===== config.mk =====
export PLATFORM = sky130hd
export DESIGN_NAME = lru_key_value_cache_unit_flat
export DESIGN_NICKNAME = d
export VERILOG_FILES = /design/src/rtl/lkvc_pkg.sv /design/src/rtl/lkvc_if.sv /design/src/rtl/lkvc_ctrl.sv /design/src/rtl/lkvc_dpath.sv /design/src/rtl/lru_key_value_cache_unit.sv /design/src/flat_wrapper.sv
export VERILOG_INCLUDE_DIRS = /design/src /design/src/rtl
export SDC_FILE = /design/constraint.sdc
export NUM_CORES = 1
export LEC_CHECK = 0
export CAP_MARGIN = 25
export CORE_ASPECT_RATIO = 1.2
export CORE_MARGIN = 10
export CORE_UTILIZATION = 30
export DETAILED_ROUTE_END_ITERATION = 7
export DONT_BUFFER_PORTS = 1
export HOLD_SLACK_MARGIN = 0.08
export MAX_ROUTING_LAYER = met4
export PLACE_DENSITY = 0.46
export SKIP_CTS_REPAIR_TIMING = 1
export SYNTH_ARGS = -nofsm -noshare
export SYNTH_HDL_FRONTEND = slang
export SYNTH_SLANG_ARGS = --single-unit

===== constraint.sdc =====
create_clock -name i_clk -period 16.1 [get_ports i_clk]
set_clock_uncertainty 0.15 [all_clocks]
set_input_delay 0.805 -clock i_clk [delete_from_list [all_inputs] [get_ports i_clk]]
set_output_delay 0.805 -clock i_clk [all_outputs]
set_load 0.01 [all_outputs]

===== src/rtl/assert_macros.svh =====
// ----------------------------------------------------------------------------
// assert_macros.svh
// Assertion macros used by the cache datapath RTL. Define NO_ASSERTIONS to drop them.
// ----------------------------------------------------------------------------
`ifndef ASSERT_MACROS_SVH
`define ASSERT_MACROS_SVH

`ifndef NO_ASSERTIONS

// Check a condition at every clock edge outside reset
`define ASSERT_ALWAYS(lbl, clk, rst_n, cond) \
    lbl: assert property (@(posedge clk) disable iff (!rst_n) (cond)) \
        else $error("assertion failed");

// Check that a condition implies another in the same cycle
`define ASSERT_IMPLIES(lbl, clk, rst_n, ante, cons) \
    lbl: assert property (@(posedge clk) disable iff (!rst_n) (ante) |-> (cons)) \
        else $error("assertion failed");

// Check that a condition implies another in the next cycle
`define ASSERT_NEXT(lbl, clk, rst_n, ante, cons) \
    lbl: assert property (@(posedge clk) disable iff (!rst_n) (ante) |=> (cons)) \
        else $error("assertion failed");

`else

`define ASSERT_ALWAYS(lbl, clk, rst_n, cond)
`define ASSERT_IMPLIES(lbl, clk, rst_n, ante, cons)
`define ASSERT_NEXT(lbl, clk, rst_n, ante, cons)

`endif

`endif


===== src/rtl/lkvc_pkg.sv =====
`timescale 1ns / 1ps
// ----------------------------------------------------------------------------
// lkvc_pkg
// Types and constants of the LRU key/value cache.
// ----------------------------------------------------------------------------
package lkvc_pkg;

    localparam int ENTRIES    = 4;
    localparam int KEY_BITS   = 32;
    localparam int VALUE_BITS = 32;
    localparam int IDX_W      = (ENTRIES > 1) ? $clog2(ENTRIES) : 1;
    localparam int RANK_W     = IDX_W;
    localparam int CNT_W      = $clog2(ENTRIES + 1);

    typedef logic [KEY_BITS-1:0]   t_key;
    typedef logic [VALUE_BITS-1:0] t_value;
    typedef logic [IDX_W-1:0]      t_idx;
    typedef logic [RANK_W-1:0]     t_rank;
    typedef logic [CNT_W-1:0]      t_count;

    // Request function codes
    typedef enum logic {
        FUNC_LOOKUP = 1'b0,
        FUNC_INSERT = 1'b1
    } t_func;

    // Controller state: result register empty or holding a beat
    typedef enum logic {
        ST_EMPTY = 1'b0,
        ST_FULL  = 1'b1
    } t_ctrl_state;

    // Command from controller to datapath
    typedef struct packed {
        logic exec;
    } t_ctrl_cmd;

endpackage


===== src/rtl/lkvc_if.sv =====
`timescale 1ns / 1ps
// ----------------------------------------------------------------------------
// lkvc_req_if / lkvc_rsp_if
// Valid/ready channels for cache requests and results.
// ----------------------------------------------------------------------------
interface lkvc_req_if;
    logic                valid;
    logic                ready;
    logic                func;
    lkvc_pkg::t_key      key;
    lkvc_pkg::t_value    value_in;

    modport source (output valid, output func, output key, output value_in, input ready);
    modport sink   (input valid, input func, input key, input value_in, output ready);
endinterface

interface lkvc_rsp_if;
    logic                valid;
    logic                ready;
    logic                hit;
    lkvc_pkg::t_value    value_out;
    logic                evicted;

    modport source (output valid, output hit, output value_out, output evicted, input ready);
    modport sink   (input valid, input hit, input value_out, input evicted, output ready);
endinterface


===== src/rtl/lkvc_ctrl.sv =====
`timescale 1ns / 1ps
// ----------------------------------------------------------------------------
// lkvc_ctrl
// Handshake controller: tracks the result register and issues execute commands.
// ----------------------------------------------------------------------------
module lkvc_ctrl (
    input  logic                  i_clk,
    input  logic                  i_rst_n,
    input  logic                  i_req_valid,
    output logic                  o_req_ready,
    output logic                  o_rsp_valid,
    input  logic                  i_rsp_ready,
    output lkvc_pkg::t_ctrl_cmd   o_cmd
);

    lkvc_pkg::t_ctrl_state r_state;
    lkvc_pkg::t_ctrl_state n_state;
    logic                  req_ready;
    logic                  exec;

    // Accept a request when the result slot is free or drains this cycle
    assign req_ready = (r_state == lkvc_pkg::ST_EMPTY) || i_rsp_ready;
    assign exec      = i_req_valid && req_ready;

    // Next state
    always_comb begin
        n_state = r_state;
        case (r_state)
            lkvc_pkg::ST_EMPTY: begin
                if (exec) begin
                    n_state = lkvc_pkg::ST_FULL;
                end
            end
            lkvc_pkg::ST_FULL: begin
                if (i_rsp_ready && !exec) begin
                    n_state = lkvc_pkg::ST_EMPTY;
                end
            end
            default: begin
                n_state = lkvc_pkg::ST_EMPTY;
            end
        endcase
    end

    // Outputs
    always_comb begin
        o_req_ready = req_ready;
        o_cmd.exec  = exec;
        case (r_state)
            lkvc_pkg::ST_FULL:  o_rsp_valid = 1'b1;
            lkvc_pkg::ST_EMPTY: o_rsp_valid = 1'b0;
            default:            o_rsp_valid = 1'b0;
        endcase
    end

    // State register
    always_ff @(posedge i_clk) begin
        if (!i_rst_n) begin
            r_state <= lkvc_pkg::ST_EMPTY;
        end else begin
            r_state <= n_state;
        end
    end

endmodule


===== src/rtl/lkvc_dpath.sv =====
`timescale 1ns / 1ps
// ----------------------------------------------------------------------------
// lkvc_dpath
// Entry table, parallel key compare, recency update and result register.
// ----------------------------------------------------------------------------
`include "assert_macros.svh"

module lkvc_dpath (
    input  logic                  i_clk,
    input  logic                  i_rst_n,
    input  lkvc_pkg::t_ctrl_cmd   i_cmd,
    input  logic                  i_func,
    input  lkvc_pkg::t_key        i_key,
    input  lkvc_pkg::t_value      i_value_in,
    output logic                  o_hit,
    output lkvc_pkg::t_value      o_value_out,
    output logic                  o_evicted
);

    localparam int N = lkvc_pkg::ENTRIES;

    lkvc_pkg::t_key     r_keys   [N];
    lkvc_pkg::t_key     n_keys   [N];
    lkvc_pkg::t_value   r_values [N];
    lkvc_pkg::t_value   n_values [N];
    lkvc_pkg::t_rank    r_rank   [N];
    lkvc_pkg::t_rank    n_rank   [N];
    logic [N-1:0]       r_valid;
    logic [N-1:0]       n_valid;
    lkvc_pkg::t_count   r_count;
    lkvc_pkg::t_count   n_count;
    logic               r_hit;
    logic               n_hit;
    lkvc_pkg::t_value   r_value_out;
    lkvc_pkg::t_value   n_value_out;
    logic               r_evicted;
    logic               n_evicted;

    logic               best_found;
    lkvc_pkg::t_idx     best_idx;
    lkvc_pkg::t_rank    best_rank;
    logic               free_found;
    lkvc_pkg::t_idx     free_idx;
    lkvc_pkg::t_idx     lru_idx;
    lkvc_pkg::t_idx     slot;
    logic               full;

    localparam lkvc_pkg::t_rank RANK_MAX = lkvc_pkg::RANK_W'(N - 1);

    // Find the most recent matching entry
    always_comb begin
        best_found = 1'b0;
        best_idx   = '0;
        best_rank  = '0;
        for (int i = 0; i < N; i++) begin
            if (r_valid[i] && (r_keys[i] == i_key) &&
                (!best_found || (r_rank[i] < best_rank))) begin
                best_found = 1'b1;
                best_idx   = lkvc_pkg::IDX_W'(i);
                best_rank  = r_rank[i];
            end
        end
    end

    // Find the lowest free slot and the least recent slot
    always_comb begin
        free_found = 1'b0;
        free_idx   = '0;
        lru_idx    = '0;
        for (int i = N - 1; i >= 0; i--) begin
            if (!r_valid[i]) begin
                free_found = 1'b1;
                free_idx   = lkvc_pkg::IDX_W'(i);
            end
            if (r_valid[i] && (r_rank[i] == RANK_MAX)) begin
                lru_idx = lkvc_pkg::IDX_W'(i);
            end
        end
    end

    assign full = (r_count == lkvc_pkg::CNT_W'(N)) || !free_found;
    assign slot = full ? lru_idx : free_idx;

    // Update table and load result on an executed request
    always_comb begin
        n_keys      = r_keys;
        n_values    = r_values;
        n_rank      = r_rank;
        n_valid     = r_valid;
        n_count     = r_count;
        n_hit       = r_hit;
        n_value_out = r_value_out;
        n_evicted   = r_evicted;
        if (i_cmd.exec) begin
            n_hit       = 1'b0;
            n_value_out = '0;
            n_evicted   = 1'b0;
            if (i_func == lkvc_pkg::FUNC_LOOKUP) begin
                if (best_found) begin
                    n_hit       = 1'b1;
                    n_value_out = r_values[best_idx];
                    for (int i = 0; i < N; i++) begin
                        if (r_valid[i] && (r_rank[i] < best_rank)) begin
                            n_rank[i] = r_rank[i] + 1'b1;
                        end
                    end
                    n_rank[best_idx] = '0;
                end
            end else begin
                // age every valid entry below the oldest rank, then place the new one as most recent
                for (int i = 0; i < N; i++) begin
                    if (r_valid[i] && (r_rank[i] < RANK_MAX)) begin
                        n_rank[i] = r_rank[i] + 1'b1;
                    end
                end
                n_keys[slot]   = i_key;
                n_values[slot] = i_value_in;
                n_valid[slot]  = 1'b1;
                n_rank[slot]   = '0;
                if (full) begin
                    n_evicted = 1'b1;
                end else begin
                    n_count = r_count + 1'b1;
                end
            end
        end
    end

    // Hold entry payload and results
    always_ff @(posedge i_clk) begin
        r_keys      <= n_keys;
        r_values    <= n_values;
        r_hit       <= n_hit;
        r_value_out <= n_value_out;
        r_evicted   <= n_evicted;
    end

    // Control state
    always_ff @(posedge i_clk) begin
        if (!i_rst_n) begin
            r_valid <= '0;
            r_count <= '0;
            for (int i = 0; i < N; i++) begin
                r_rank[i] <= '0;
            end
        end else begin
            r_valid <= n_valid;
            r_count <= n_count;
            r_rank  <= n_rank;
        end
    end

    assign o_hit       = r_hit;
    assign o_value_out = r_value_out;
    assign o_evicted   = r_evicted;

    `ASSERT_ALWAYS(a_count_tracks_valid, i_clk, i_rst_n,
        lkvc_pkg::CNT_W'($countones(r_valid)) == r_count)
    `ASSERT_NEXT(a_insert_sets_valid, i_clk, i_rst_n,
        i_cmd.exec && (i_func == lkvc_pkg::FUNC_INSERT),
        r_valid[$past(slot)] && (r_rank[$past(slot)] == '0))
    `ASSERT_NEXT(a_evict_only_when_full, i_clk, i_rst_n,
        i_cmd.exec && (r_count != lkvc_pkg::CNT_W'(N)), !r_evicted)
    `ASSERT_NEXT(a_lookup_keeps_count, i_clk, i_rst_n,
        i_cmd.exec && (i_func == lkvc_pkg::FUNC_LOOKUP), $stable(r_count) && !r_evicted)

endmodule


===== src/rtl/lru_key_value_cache_unit.sv =====
`timescale 1ns / 1ps
// ----------------------------------------------------------------------------
// lru_key_value_cache_unit
// Fully associative key/value cache with least-recently-used replacement.
// ----------------------------------------------------------------------------
// Takes one lookup or insert request per cycle and returns one result beat per
// request, in order, in the cycle after acceptance, from a result register. All
// ENTRIES keys are compared in parallel and the recency ranks are updated in
// the same cycle, so the rate is one request per clock while the result side
// keeps taking beats; a stalled result holds the request side until it drains.
// A lookup hit makes the matching entry most recent; an insert into a full
// table replaces the least recent entry and sets evicted.
module lru_key_value_cache_unit (
    input  logic        i_clk,
    input  logic        i_rst_n,
    lkvc_req_if.sink    i_req,
    lkvc_rsp_if.source  o_rsp
);

    lkvc_pkg::t_ctrl_cmd cmd;

    // Handshake control
    lkvc_ctrl u_ctrl (
        .i_clk       (i_clk),
        .i_rst_n     (i_rst_n),
        .i_req_valid (i_req.valid),
        .o_req_ready (i_req.ready),
        .o_rsp_valid (o_rsp.valid),
        .i_rsp_ready (o_rsp.ready),
        .o_cmd       (cmd)
    );

    // Entry table and result register
    lkvc_dpath u_dpath (
        .i_clk       (i_clk),
        .i_rst_n     (i_rst_n),
        .i_cmd       (cmd),
        .i_func      (i_req.func),
        .i_key       (i_req.key),
        .i_value_in  (i_req.value_in),
        .o_hit       (o_rsp.hit),
        .o_value_out (o_rsp.value_out),
        .o_evicted   (o_rsp.evicted)
    );

endmodule

===== src/flat_wrapper.sv =====
// flat-port wrapper written by rule: the top's interface ports become plain ports
module lru_key_value_cache_unit_flat 
  (i_clk, i_rst_n, i_req_valid, i_req_func, i_req_key, i_req_value_in, i_req_ready, o_rsp_valid, o_rsp_hit, o_rsp_value_out, o_rsp_evicted, o_rsp_ready);
  lkvc_req_if i_req_i ();
  lkvc_rsp_if o_rsp_i ();
  input  logic i_clk;
  input  logic i_rst_n;
  input wire logic [$bits(i_req_i.valid)-1:0] i_req_valid;
  input wire logic [$bits(i_req_i.func)-1:0] i_req_func;
  input wire logic [$bits(i_req_i.key)-1:0] i_req_key;
  input wire logic [$bits(i_req_i.value_in)-1:0] i_req_value_in;
  output wire logic [$bits(i_req_i.ready)-1:0] i_req_ready;
  output wire logic [$bits(o_rsp_i.valid)-1:0] o_rsp_valid;
  output wire logic [$bits(o_rsp_i.hit)-1:0] o_rsp_hit;
  output wire logic [$bits(o_rsp_i.value_out)-1:0] o_rsp_value_out;
  output wire logic [$bits(o_rsp_i.evicted)-1:0] o_rsp_evicted;
  input wire logic [$bits(o_rsp_i.ready)-1:0] o_rsp_ready;
  assign i_req_i.valid = i_req_valid;
  assign i_req_i.func = i_req_func;
  assign i_req_i.key = i_req_key;
  assign i_req_i.value_in = i_req_value_in;
  assign i_req_ready = i_req_i.ready;
  assign o_rsp_valid = o_rsp_i.valid;
  assign o_rsp_hit = o_rsp_i.hit;
  assign o_rsp_value_out = o_rsp_i.value_out;
  assign o_rsp_evicted = o_rsp_i.evicted;
  assign o_rsp_i.ready = o_rsp_ready;
  lru_key_value_cache_unit u_core (.i_clk(i_clk), .i_rst_n(i_rst_n), .i_req(i_req_i), .o_rsp(o_rsp_i));
endmodule

==> results of run 1 <==
==> flip-flops by register name, summed over array words and instances, names as in the netlist <==
signal,cells
u_core.u_ctrl.r_state,1
u_core.u_dpath.o_evicted,1
u_core.u_dpath.o_hit,1
u_core.u_dpath.o_value_out,32
u_core.u_dpath.r_count,3
u_core.u_dpath.r_keys,128
u_core.u_dpath.r_rank,8
u_core.u_dpath.r_valid,4
u_core.u_dpath.r_values,128
==> final timing paths <==
check,start,endpoint,slack [ns],cells after the start
hold / removal,i_req_value_in[25],u_core.u_dpath.r_values[89],0.21,0
setup reg to reg,u_core.u_dpath.r_keys[106],u_core.u_dpath.r_rank[2],9.55,27
setup / recovery,u_core.u_dpath.r_keys[106],u_core.u_dpath.r_rank[2],9.55,27
hold reg to reg,u_core.u_dpath.r_count[1],u_core.u_dpath.r_count[1],0.39,2
==> Yosys cell counts (3+ instances only) <==
cell type  instances
xnor2_1           34
o211ai_1          36
nor3_1            18
a21oi_1           42
mux2i_1           39
and3_1             4
o21a_1             8
nor4_1            40
xor2_1            99
nand3_1           11
inv_1             16
a32o_1             4
a31oi_1            5
a21boi_0           4
nand2b_1          10
nand2_1          101
edfxtp_1         290
buf_4              9
dfxtp_1           16
clkbuf_1          14
nor4b_1            5
ha_1              13
or2_2              4
a21o_1             6
o2111ai_1          3
nand4_1           18
nor2_1            15
a211oi_1           4
nor2b_1            4
o21ai_0           19
and4_1             4
or4_1              4
or3_1              4
buf_2              9
o21ai_1            3
==> worst max-delay path, delay by kind of cell (launching register included) <==
kind                       cells  cell delay [ns]
xor gates and xnor gates       1             0.21
buffers and inverters          2             0.17
AOI/OAI and AO/OA             11             2.03
muxes                          2             0.62
DFF                            1             0.38
adders and majority gates      4             1.09
and+or+nand+nor                7             1.78
==> routing by layer <==
metal | vias up | global-route usage | routed length [µm]
li1 | 3743 | - | -
met1 | 3897 | 0.1542 | 15180
met2 | 159 | 0.2220 | 17620
met3 | 60 | 0.03495 | 1854
met4 | 0 | 0.05229 | 1134
met5 | - | - | 0
==> final cells by class <==
cell class / instances / area, µm²
clock inverters: 19 / 140.1
flip-flops and latches: 306 / 9029
fillers: 4383 / 29460
clock buffers: 43 / 927.1
inverters: 16 / 60.06
repair buffers: 9 / 67.56
well taps: 609 / 762.0
multi-input cells: 608 / 4324
==> metrics by stage <==
stage          hold slack (ns)  cell area, µm²  utilization
2_1_floorplan           0.3594           13540            -
3_3_place_gp            0.3777           14240       0.3181
3_5_place_dp            0.3849           14240       0.3181
4_1_cts                 0.1748           15310       0.3419
5_1_grt                 0.1769           15310       0.3419
6_report                0.2084           15310       0.3419
==> where the power goes <==
part | switching [W] | internal, W
Clock | 0.000318 | 0.000428
Combinational | 0.0000435 | 0.0000233
Sequential | 0.0000100 | 0.000889
Total | 0.000372 | 0.00134
==> cell families after synthesis <==
family          share of synthesized area
mux                               0.03049
simple gates                       0.1027
buf+inv                           0.01774
xor+xnor                          0.08603
compound gates                    0.08427
fa+ha+maj                         0.01201
flops                              0.6668
==> results.sh, run 1 <==
export IMPL_crit_top_cell="ha_1"
export IMPL_cts_root_buf="clkbuf_16"
export IMPL_setup_slack_ns=9.549
export IMPL_synth_distinct_cells=72
export IMPL_period_minus_slack_ns=6.551
export IMPL_drtPass1Iterations=4
export IMPL_async_flop_share=0
export IMPL_place_ws_ns=9.238
export IMPL_syn_nets=1046
export IMPL_dp_hpwl_um=23780
export IMPL_cts_tree="yes"
export IMPL_fin_nets=1058
export IMPL_die_w_um=213.9
export IMPL_fin_setup_tns_ns=0
export IMPL_power_total_w=0.001712
export IMPL_p_leak_nw=4.812
export IMPL_clock_path_buffers=3
export IMPL_period_share=0.4069
export IMPL_io_pins=105
export IMPL_final_common_cell="edfxtp_1"
export IMPL_rsz0062_at_grt="false"
export IMPL_cp_required_ns=16.36
export IMPL_synth_area_leaders="edfxtp_1 64%, xor2_1 6.4%, mux2i_1 2.9%"
export IMPL_ys_seq_area_frac=0.6668
export IMPL_avgSynthCellArea_um2=14.05
export IMPL_power_density_nw_per_um2=111.9
export IMPL_overflow=0
export IMPL_vdd_drop_max_mv=0.1676
export IMPL_final_cells=1610
export IMPL_post_drt_wl_per_cell_um=22.23
export IMPL_critPathMaxStageDelay_ns=0.44
export IMPL_antenna_found_initial=0
export IMPL_grt_pass1_vias=8022
export IMPL_arrival_ns=6.81
export IMPL_netlist_top_cell_by_area="edfxtp_1"
export IMPL_first_iter_violations=546
export IMPL_critPathMaxFanout=7
export IMPL_clk_pin_slew_ns=0.06
export IMPL_synth_warnings=0
export IMPL_synthesis_area_um2=13540
export IMPL_num_vias=7859
export IMPL_ys_ff_latch=306
export IMPL_ys_flop_type="edfxtp_1"
export IMPL_cts_sinks=306
export IMPL_vias_per_cell=4.881
export IMPL_syn_inst=964
export IMPL_place_inst=1548
export IMPL_cp_start_kind="flip-flop"
export IMPL_status="complete, no violations"
export IMPL_drc=0
export IMPL_htreeDepth=2
export IMPL_synth_edf_count=290
export IMPL_cts_buffers=35
export IMPL_grt_pass1_wl_um=53370
export IMPL_grtUsageTotal=0.1344
export IMPL_postRouteAntennaNets=0
export IMPL_worst_skew_pair_late_latency_ns=0.54
export IMPL_hold_path_class="primary input to flip-flop"
export IMPL_tightest_slew_ns=1.000
export IMPL_crit_slowest_cell="nor3_2"
export IMPL_wl_um=35790
export IMPL_relSlewSlack=0.3310
export IMPL_die_h_um=252.7
export IMPL_cap_violations=0
export IMPL_diodes=0
export IMPL_slew_violations=0
export IMPL_fp_coreArea_um2=44770
export IMPL_gp_congestion=0.8624
export IMPL_areaGrowthSynthToFinish_pct=13.07
export IMPL_rows=85
export IMPL_layout_drive_gt1_share=0.08392
export IMPL_start_util=0.3024
export IMPL_io_buffers=0
export IMPL_path_class="flip-flop to flip-flop"
export IMPL_max_freq_mhz=152.6
export IMPL_grt_max_degree=58
export IMPL_final_hold_viol_count=0
export IMPL_end_kind="flip-flop"
export IMPL_die_area_um2=54070
export IMPL_synth_top_area_frac=0.6431
export IMPL_setup_viol=0
export IMPL_final_cell_mix="290 x edfxtp_1, 101 x nand2_1, 99 x xor2_1, 42 x a21oi_1, 40 x nor4_1"
(Power assumes the default switching activity.)
==> run 2: changes to the inputs <==
Settings changed: ABC_AREA from default to 1, PLACE_DENSITY 0.46 to 0.47.
Clock period 16.1 ns to 5.4 ns, I/O delays scaled along.
==> results.sh, run 2 <==
export IMPL_status="complete, no violations"
export IMPL_relSlewSlack=0.3367
export IMPL_grt_max_degree=42
export IMPL_netlist_top_cell_by_area="edfxtp_1"
export IMPL_clock_path_buffers=3
export IMPL_io_buffers=0
export IMPL_grt_pass1_vias=10625
export IMPL_diodes=0
export IMPL_io_pins=105
export IMPL_die_w_um=220.7
export IMPL_final_hold_viol_count=0
export IMPL_whs_ns=0.2572
export IMPL_arrival_ns=5.19
export IMPL_critPathBufInv=6
export IMPL_synth_edf_count=290
export IMPL_async_flop_share=0
export IMPL_dp_hpwl_um=35540
export IMPL_ys_top_cells_by_count="332 x nand2_1, 290 x edfxtp_1, 172 x inv_1"
export IMPL_critPathMaxStageDelay_ns=0.37
export IMPL_max_freq_mhz=205.8
export IMPL_start_util=0.3022
export IMPL_crit_family="simple AND/OR/NAND/NOR gates"
export IMPL_num_vias=10975
export IMPL_critPathMaxFanout=6
export IMPL_r2r_start="u_core.u_dpath.r_keys[99]"
export IMPL_postRouteAntennaNets=0
export IMPL_cap_violations=0
export IMPL_clk_pin_slew_ns=0.06
export IMPL_cp_required_ns=5.73
export IMPL_cts_sinks=306
export IMPL_path_class="flip-flop to flip-flop"
export IMPL_htreeDepth=2
export IMPL_synth_area_leaders="edfxtp_1 60%, nand2_1 8.6%, inv_1 4.5%"
export IMPL_tightest_slew_ns=0.9926
export IMPL_cts_root_buf="clkbuf_16"
export IMPL_cp_depth=36
export IMPL_wl_um=50450
export IMPL_cts_tree="yes"
export IMPL_die_h_um=260.9
export IMPL_power_density_nw_per_um2=321.2
export IMPL_fp_coreArea_um2=48010
export IMPL_end_kind="flip-flop"
export IMPL_hold_path_class="primary input to flip-flop"
export IMPL_final_cell_mix="329 x nand2_1, 290 x edfxtp_1, 168 x inv_1, 116 x nor2_1, 99 x nand3_1"
export IMPL_areaGrowthSynthToFinish_pct=20.89
export IMPL_hold_path_depth=1
export IMPL_period_share=0.8997
export IMPL_slew_violations=0
export IMPL_regToRegSetupSlack_ns=0.54
export IMPL_synth_top_area_frac=0.6003
export IMPL_ys_ff_latch=306
export IMPL_startpoint="u_core.u_dpath.r_keys[99]"
export IMPL_p_leak_nw=6.579
export IMPL_hp_start="i_req_value_in[14]"
export IMPL_avgSynthCellArea_um2=10.26
export IMPL_drtPass1Iterations=5
export IMPL_first_iter_violations=747
export IMPL_crit_top_cell="nand2_1"
export IMPL_antenna_found_initial=0
export IMPL_crit_slowest_cell="edfxtp_1"
export IMPL_ys_flop_type="edfxtp_1"
export IMPL_rsz0062_at_grt="false"
export IMPL_syn_inst=1414
export IMPL_cts_buffers=36
export IMPL_post_drt_wl_per_cell_um=23.03
export IMPL_reg2reg_to="u_core.u_dpath.r_rank[1]"
export IMPL_fin_nets=1616
export IMPL_grt_pass1_wl_um=71400
export IMPL_layout_drive_gt1_share=0.1083
export IMPL_setup_viol=0
export IMPL_synth_most_common_cell="nand2_1"
export IMPL_overflow=0
export IMPL_gp_congestion=0.9372
export IMPL_vdd_drop_max_mv=0.2550
export IMPL_final_common_cell="nand2_1"
export IMPL_die_area_um2=57590
export IMPL_synthesis_area_um2=14510
export IMPL_holdPathEnd="u_core.u_dpath.r_values[78]"
export IMPL_grtUsageTotal=0.1734
export IMPL_rows=88
export IMPL_vias_per_cell=5.011
export IMPL_ys_seq_area_frac=0.6224
export IMPL_syn_nets=1496
export IMPL_r2r_cells=36
export IMPL_worst_skew_pair_late_latency_ns=0.56
export IMPL_cp_start_kind="flip-flop"
export IMPL_synth_distinct_cells=48
export IMPL_period_minus_slack_ns=4.859
export IMPL_power_total_w=0.005633
export IMPL_drc=0
export IMPL_fin_setup_tns_ns=0
export IMPL_synth_warnings=0
run 2: per-layer routing:
| metal | up-vias | track usage | wire length [µm] |
|---|---|---|---|
| met4 | 0 | 0.05618 | 1511 |
| li1 | 5177 | - | - |
| met1 | 5391 | 0.2064 | 21240 |
| met2 | 331 | 0.2806 | 24870 |
| met5 | - | - | 0 |
| met3 | 76 | 0.04599 | 2819 |
run 2: layout make-up:
class | count | area (µm²)
fill | 4841 | 30470
timing repair buffer | 108 | 1031
clock inverter | 22 | 325.3
tap | 630 | 788.3
inverter | 187 | 704.4
sequential | 306 | 9029
clock buffer | 42 | 933.4
multi-input combinational | 895 | 4726
run 2: how the worst max path moves through the flow:
| stage | end | slack, ns |
|---|---|---|
| after detailed placement | u_core.u_dpath.r_rank[0] | 0.19 |
| after floorplan | u_core.u_dpath.r_keys[0] | 0.78 |
| after global placement | u_core.u_dpath.r_rank[4] | 0.35 |
| after CTS | u_core.u_dpath.r_rank[0] | 0.15 |
| after global routing | u_core.u_dpath.r_rank[3] | 0.03 |
| final | u_core.u_dpath.r_rank[1] | 0.54 |
run 2: power by group:
group	switching, W	total, W	leakage (nW)	internal (W)
registers	0.0000341	0.00269	2.80	0.00265
logic	0.000243	0.000363	3.17	0.000120
clock network	0.00104	0.00258	0.609	0.00155
run 2: logic make-up after synthesis:
logic type,synth area share
and+or+nand+nor,0.2264
buffers and inverters,0.05719
muxes,0.0007762
xor gates and xnor gates,0.02889
AOI/OAI and AO/OA,0.05313
adders and majority gates,0.01121
DFF,0.6224
run 2: through the flow:
step                      instances  instance area [µm²]  worst slack [ns]    util
after detailed placement       2057                15530            0.1939  0.3236
final                          2190                17540            0.5414  0.3653
after CTS                      2121                16790            0.1524  0.3498
after floorplan                1414                14510            0.7813       -
after global placement         2057                15530            0.3492  0.3236
after global routing           2190                17540           0.03402  0.3653
run 2: worst reg2reg max path, delay by kind of cell (launching register included):
family | cells | cell delay [ns]
flip-flops | 1 | 0.37
AO/OA/AOI/OAI | 4 | 0.61
buffers and inverters | 6 | 0.38
AND/OR/NAND/NOR | 22 | 2.23
adder cells (fa/ha/maj) | 4 | 1.06
==> run 3: changes to the inputs <==
Settings changed: ABC_AREA 1 to default, CTS_CLUSTER_SIZE from default to 16, GPL_ROUTABILITY_DRIVEN from default to 1.
==> results.sh, run 3 (same netlist as run 1, synthesis figures left out) <==
export IMPL_final_common_cell="edfxtp_1"
export IMPL_start_util=0.3024
export IMPL_drc=0
export IMPL_fp_coreArea_um2=44770
export IMPL_overflow=0
export IMPL_path_class="flip-flop to flip-flop"
export IMPL_nFillCells=4246
export IMPL_rows=85
export IMPL_die_w_um=213.9
export IMPL_end_kind="flip-flop"
export IMPL_antenna_found_initial=3
export IMPL_seq_power_share=0.498
export IMPL_setup_viol=6
export IMPL_violations="setup timing"
export IMPL_grtUsageTotal=0.1347
export IMPL_cp_required_ns=5.70
export IMPL_crit_family="simple AND/OR/NAND/NOR gates"
export IMPL_switching_power_w=0.001201
export IMPL_r2r_start="u_core.u_dpath.r_keys[112]"
export IMPL_dp_hpwl_um=24490
export IMPL_post_drt_wl_per_cell_um=23.05
export IMPL_cp_start_kind="flip-flop"
export IMPL_grt_pass1_vias=8078
export IMPL_rsz0062_at_grt="true"
export IMPL_postRouteAntennaNets=0
export IMPL_comb_power_share=0.060
export IMPL_startpoint="u_core.u_dpath.r_keys[112]"
export IMPL_period_minus_slack_ns=5.456
export IMPL_clock_path_buffers=3
export IMPL_critPathBufInv=3
export IMPL_vdd_drop_max_mv=0.2424
export IMPL_critPathMaxStageDelay_ns=0.41
export IMPL_final_hold_viol_count=0
export IMPL_layout_drive_gt1_share=0.1665
export IMPL_die_area_um2=54070
export IMPL_wl_um=40500
export IMPL_p_int_w=0.004178
export IMPL_cts_root_buf="clkbuf_16"
export IMPL_cts_buffers=35
export IMPL_relSlewSlack=0.3556
export IMPL_clkPwrFrac=0.443
export IMPL_first_iter_violations=682
export IMPL_setup_slack_ns=-0.05631
export IMPL_num_vias=8798
export IMPL_grt_max_degree=47
export IMPL_p_leak_nw=5.592
export IMPL_clk_pin_slew_ns=0.06
export IMPL_power_total_w=0.005379
export IMPL_vias_per_cell=5.007
export IMPL_max_freq_mhz=183.3
export IMPL_gp_congestion=0.8275
export IMPL_cap_violations=0
export IMPL_fin_setup_tns_ns=-0.2482
export IMPL_netSwitchingFraction=0.2232
export IMPL_crit_slowest_cell="edfxtp_1"
export IMPL_io_buffers=0
export IMPL_power_density_nw_per_um2=315.2
export IMPL_critPathMaxFanout=4
export IMPL_status="finished with violations"
export IMPL_worst_skew_pair_late_latency_ns=0.55
export IMPL_slew_violations=0
export IMPL_fin_nets=1205
export IMPL_period_share=1.010
export IMPL_drtPass1Iterations=5
export IMPL_areaGrowthSynthToFinish_pct=26.05
export IMPL_hp_start="i_req_func"
export IMPL_io_pins=105
export IMPL_grt_pass1_wl_um=53570
export IMPL_htreeDepth=2
export IMPL_cts_tree="yes"
export IMPL_final_cell_mix="290 x edfxtp_1, 99 x nand2_1, 97 x xor2_1, 83 x dlygate4sd3_1, 66 x buf_4"
export IMPL_hold_path_class="primary input to flip-flop"
export IMPL_cts_sinks=306
export IMPL_die_h_um=252.7
export IMPL_tightest_slew_ns=0.9667
export IMPL_arrival_ns=5.75
## run 3: changes by cell type in the layout (fill, tap and decap cells not counted), sizes merged, moves of 18 or more
| cell | before | now |
|---|---|---|
| nand2 | 339 | 101 |
| inv | 184 | 17 |
| nor2 | 121 | 15 |
| nand3 | 99 | 12 |
| xor2 | 23 | 99 |
| nand4 | 60 | 18 |
| mux2i | 0 | 39 |
| o211ai | 2 | 36 |
| buf | 40 | 73 |
| a41oi | 22 | 1 |
| or2 | 24 | 4 |
| a21oi | 26 | 44 |
## run 3: final timing paths
path,endpoint,slack (ns),cells after the start
hold reg to reg,u_core.u_dpath.o_value_out[12],0.44,2
setup / recovery,u_core.u_dpath.r_rank[2],-0.06,26
setup reg to reg,u_core.u_dpath.r_rank[2],-0.06,26
hold / removal,u_core.u_dpath.r_rank[6],0.05,5
## run 3: final cells by class
type,count,area [µm²],area share
tap,609,762.0,0.04464
antenna,1,2.502,0.0001466
multi-input combinational,608,4642,0.2720
clock buffer,37,883.3,0.05176
sequential,306,9029,0.5290
clock inverter,24,257.7,0.01510
inverter,16,60.06,0.003519
timing repair buffer,156,1431,0.08386
## run 3: through the flow
step	setup slack, ns	cell area [µm²]	hold WS, ns	utilization	cells
floorplan	-1.239	13540	0.2189	-	964
global route	-0.2804	17070	0.08330	0.3812	1757
global placement	-0.1268	14700	0.2192	0.3283	1604
CTS	-0.3067	15840	-0.3747	0.3538	1665
detailed placement	-0.2748	14700	0.2192	0.3283	1604
finish	-0.05631	17070	0.04976	0.3812	1757
## run 3: layer usage
layer / global-route usage / part of all wire / wire length, µm / up-vias
met3: 0.03184 / 0.051 / 2050 / 56
met1: 0.1606 / 0.42 / 17170 / 4433
met2: 0.2222 / 0.50 / 20420 / 285
met4: 0.04228 / 0.021 / 860 / 0
met5: - / 0 / 0 / -
li1: - / - / - / 4024
## run 3: tightest hold or removal path: stages
cell and delay [ns]:
o21a_1 0.13, nand2_1 0.07, nand2_1 0.05, o2111ai_1 0.06, o211ai_1 0.09
## run 3: power groups by stage
stage	Combinational [W]	Clock, W	Sequential (W)
after floorplan	0.000141	0	0.00273
after global routing	0.000347	0.00253	0.00268
after global placement	0.000221	0	0.00273
after detailed placement	0.000222	0	0.00273
after CTS	0.000223	0.00244	0.00268
final	0.000320	0.00238	0.00268
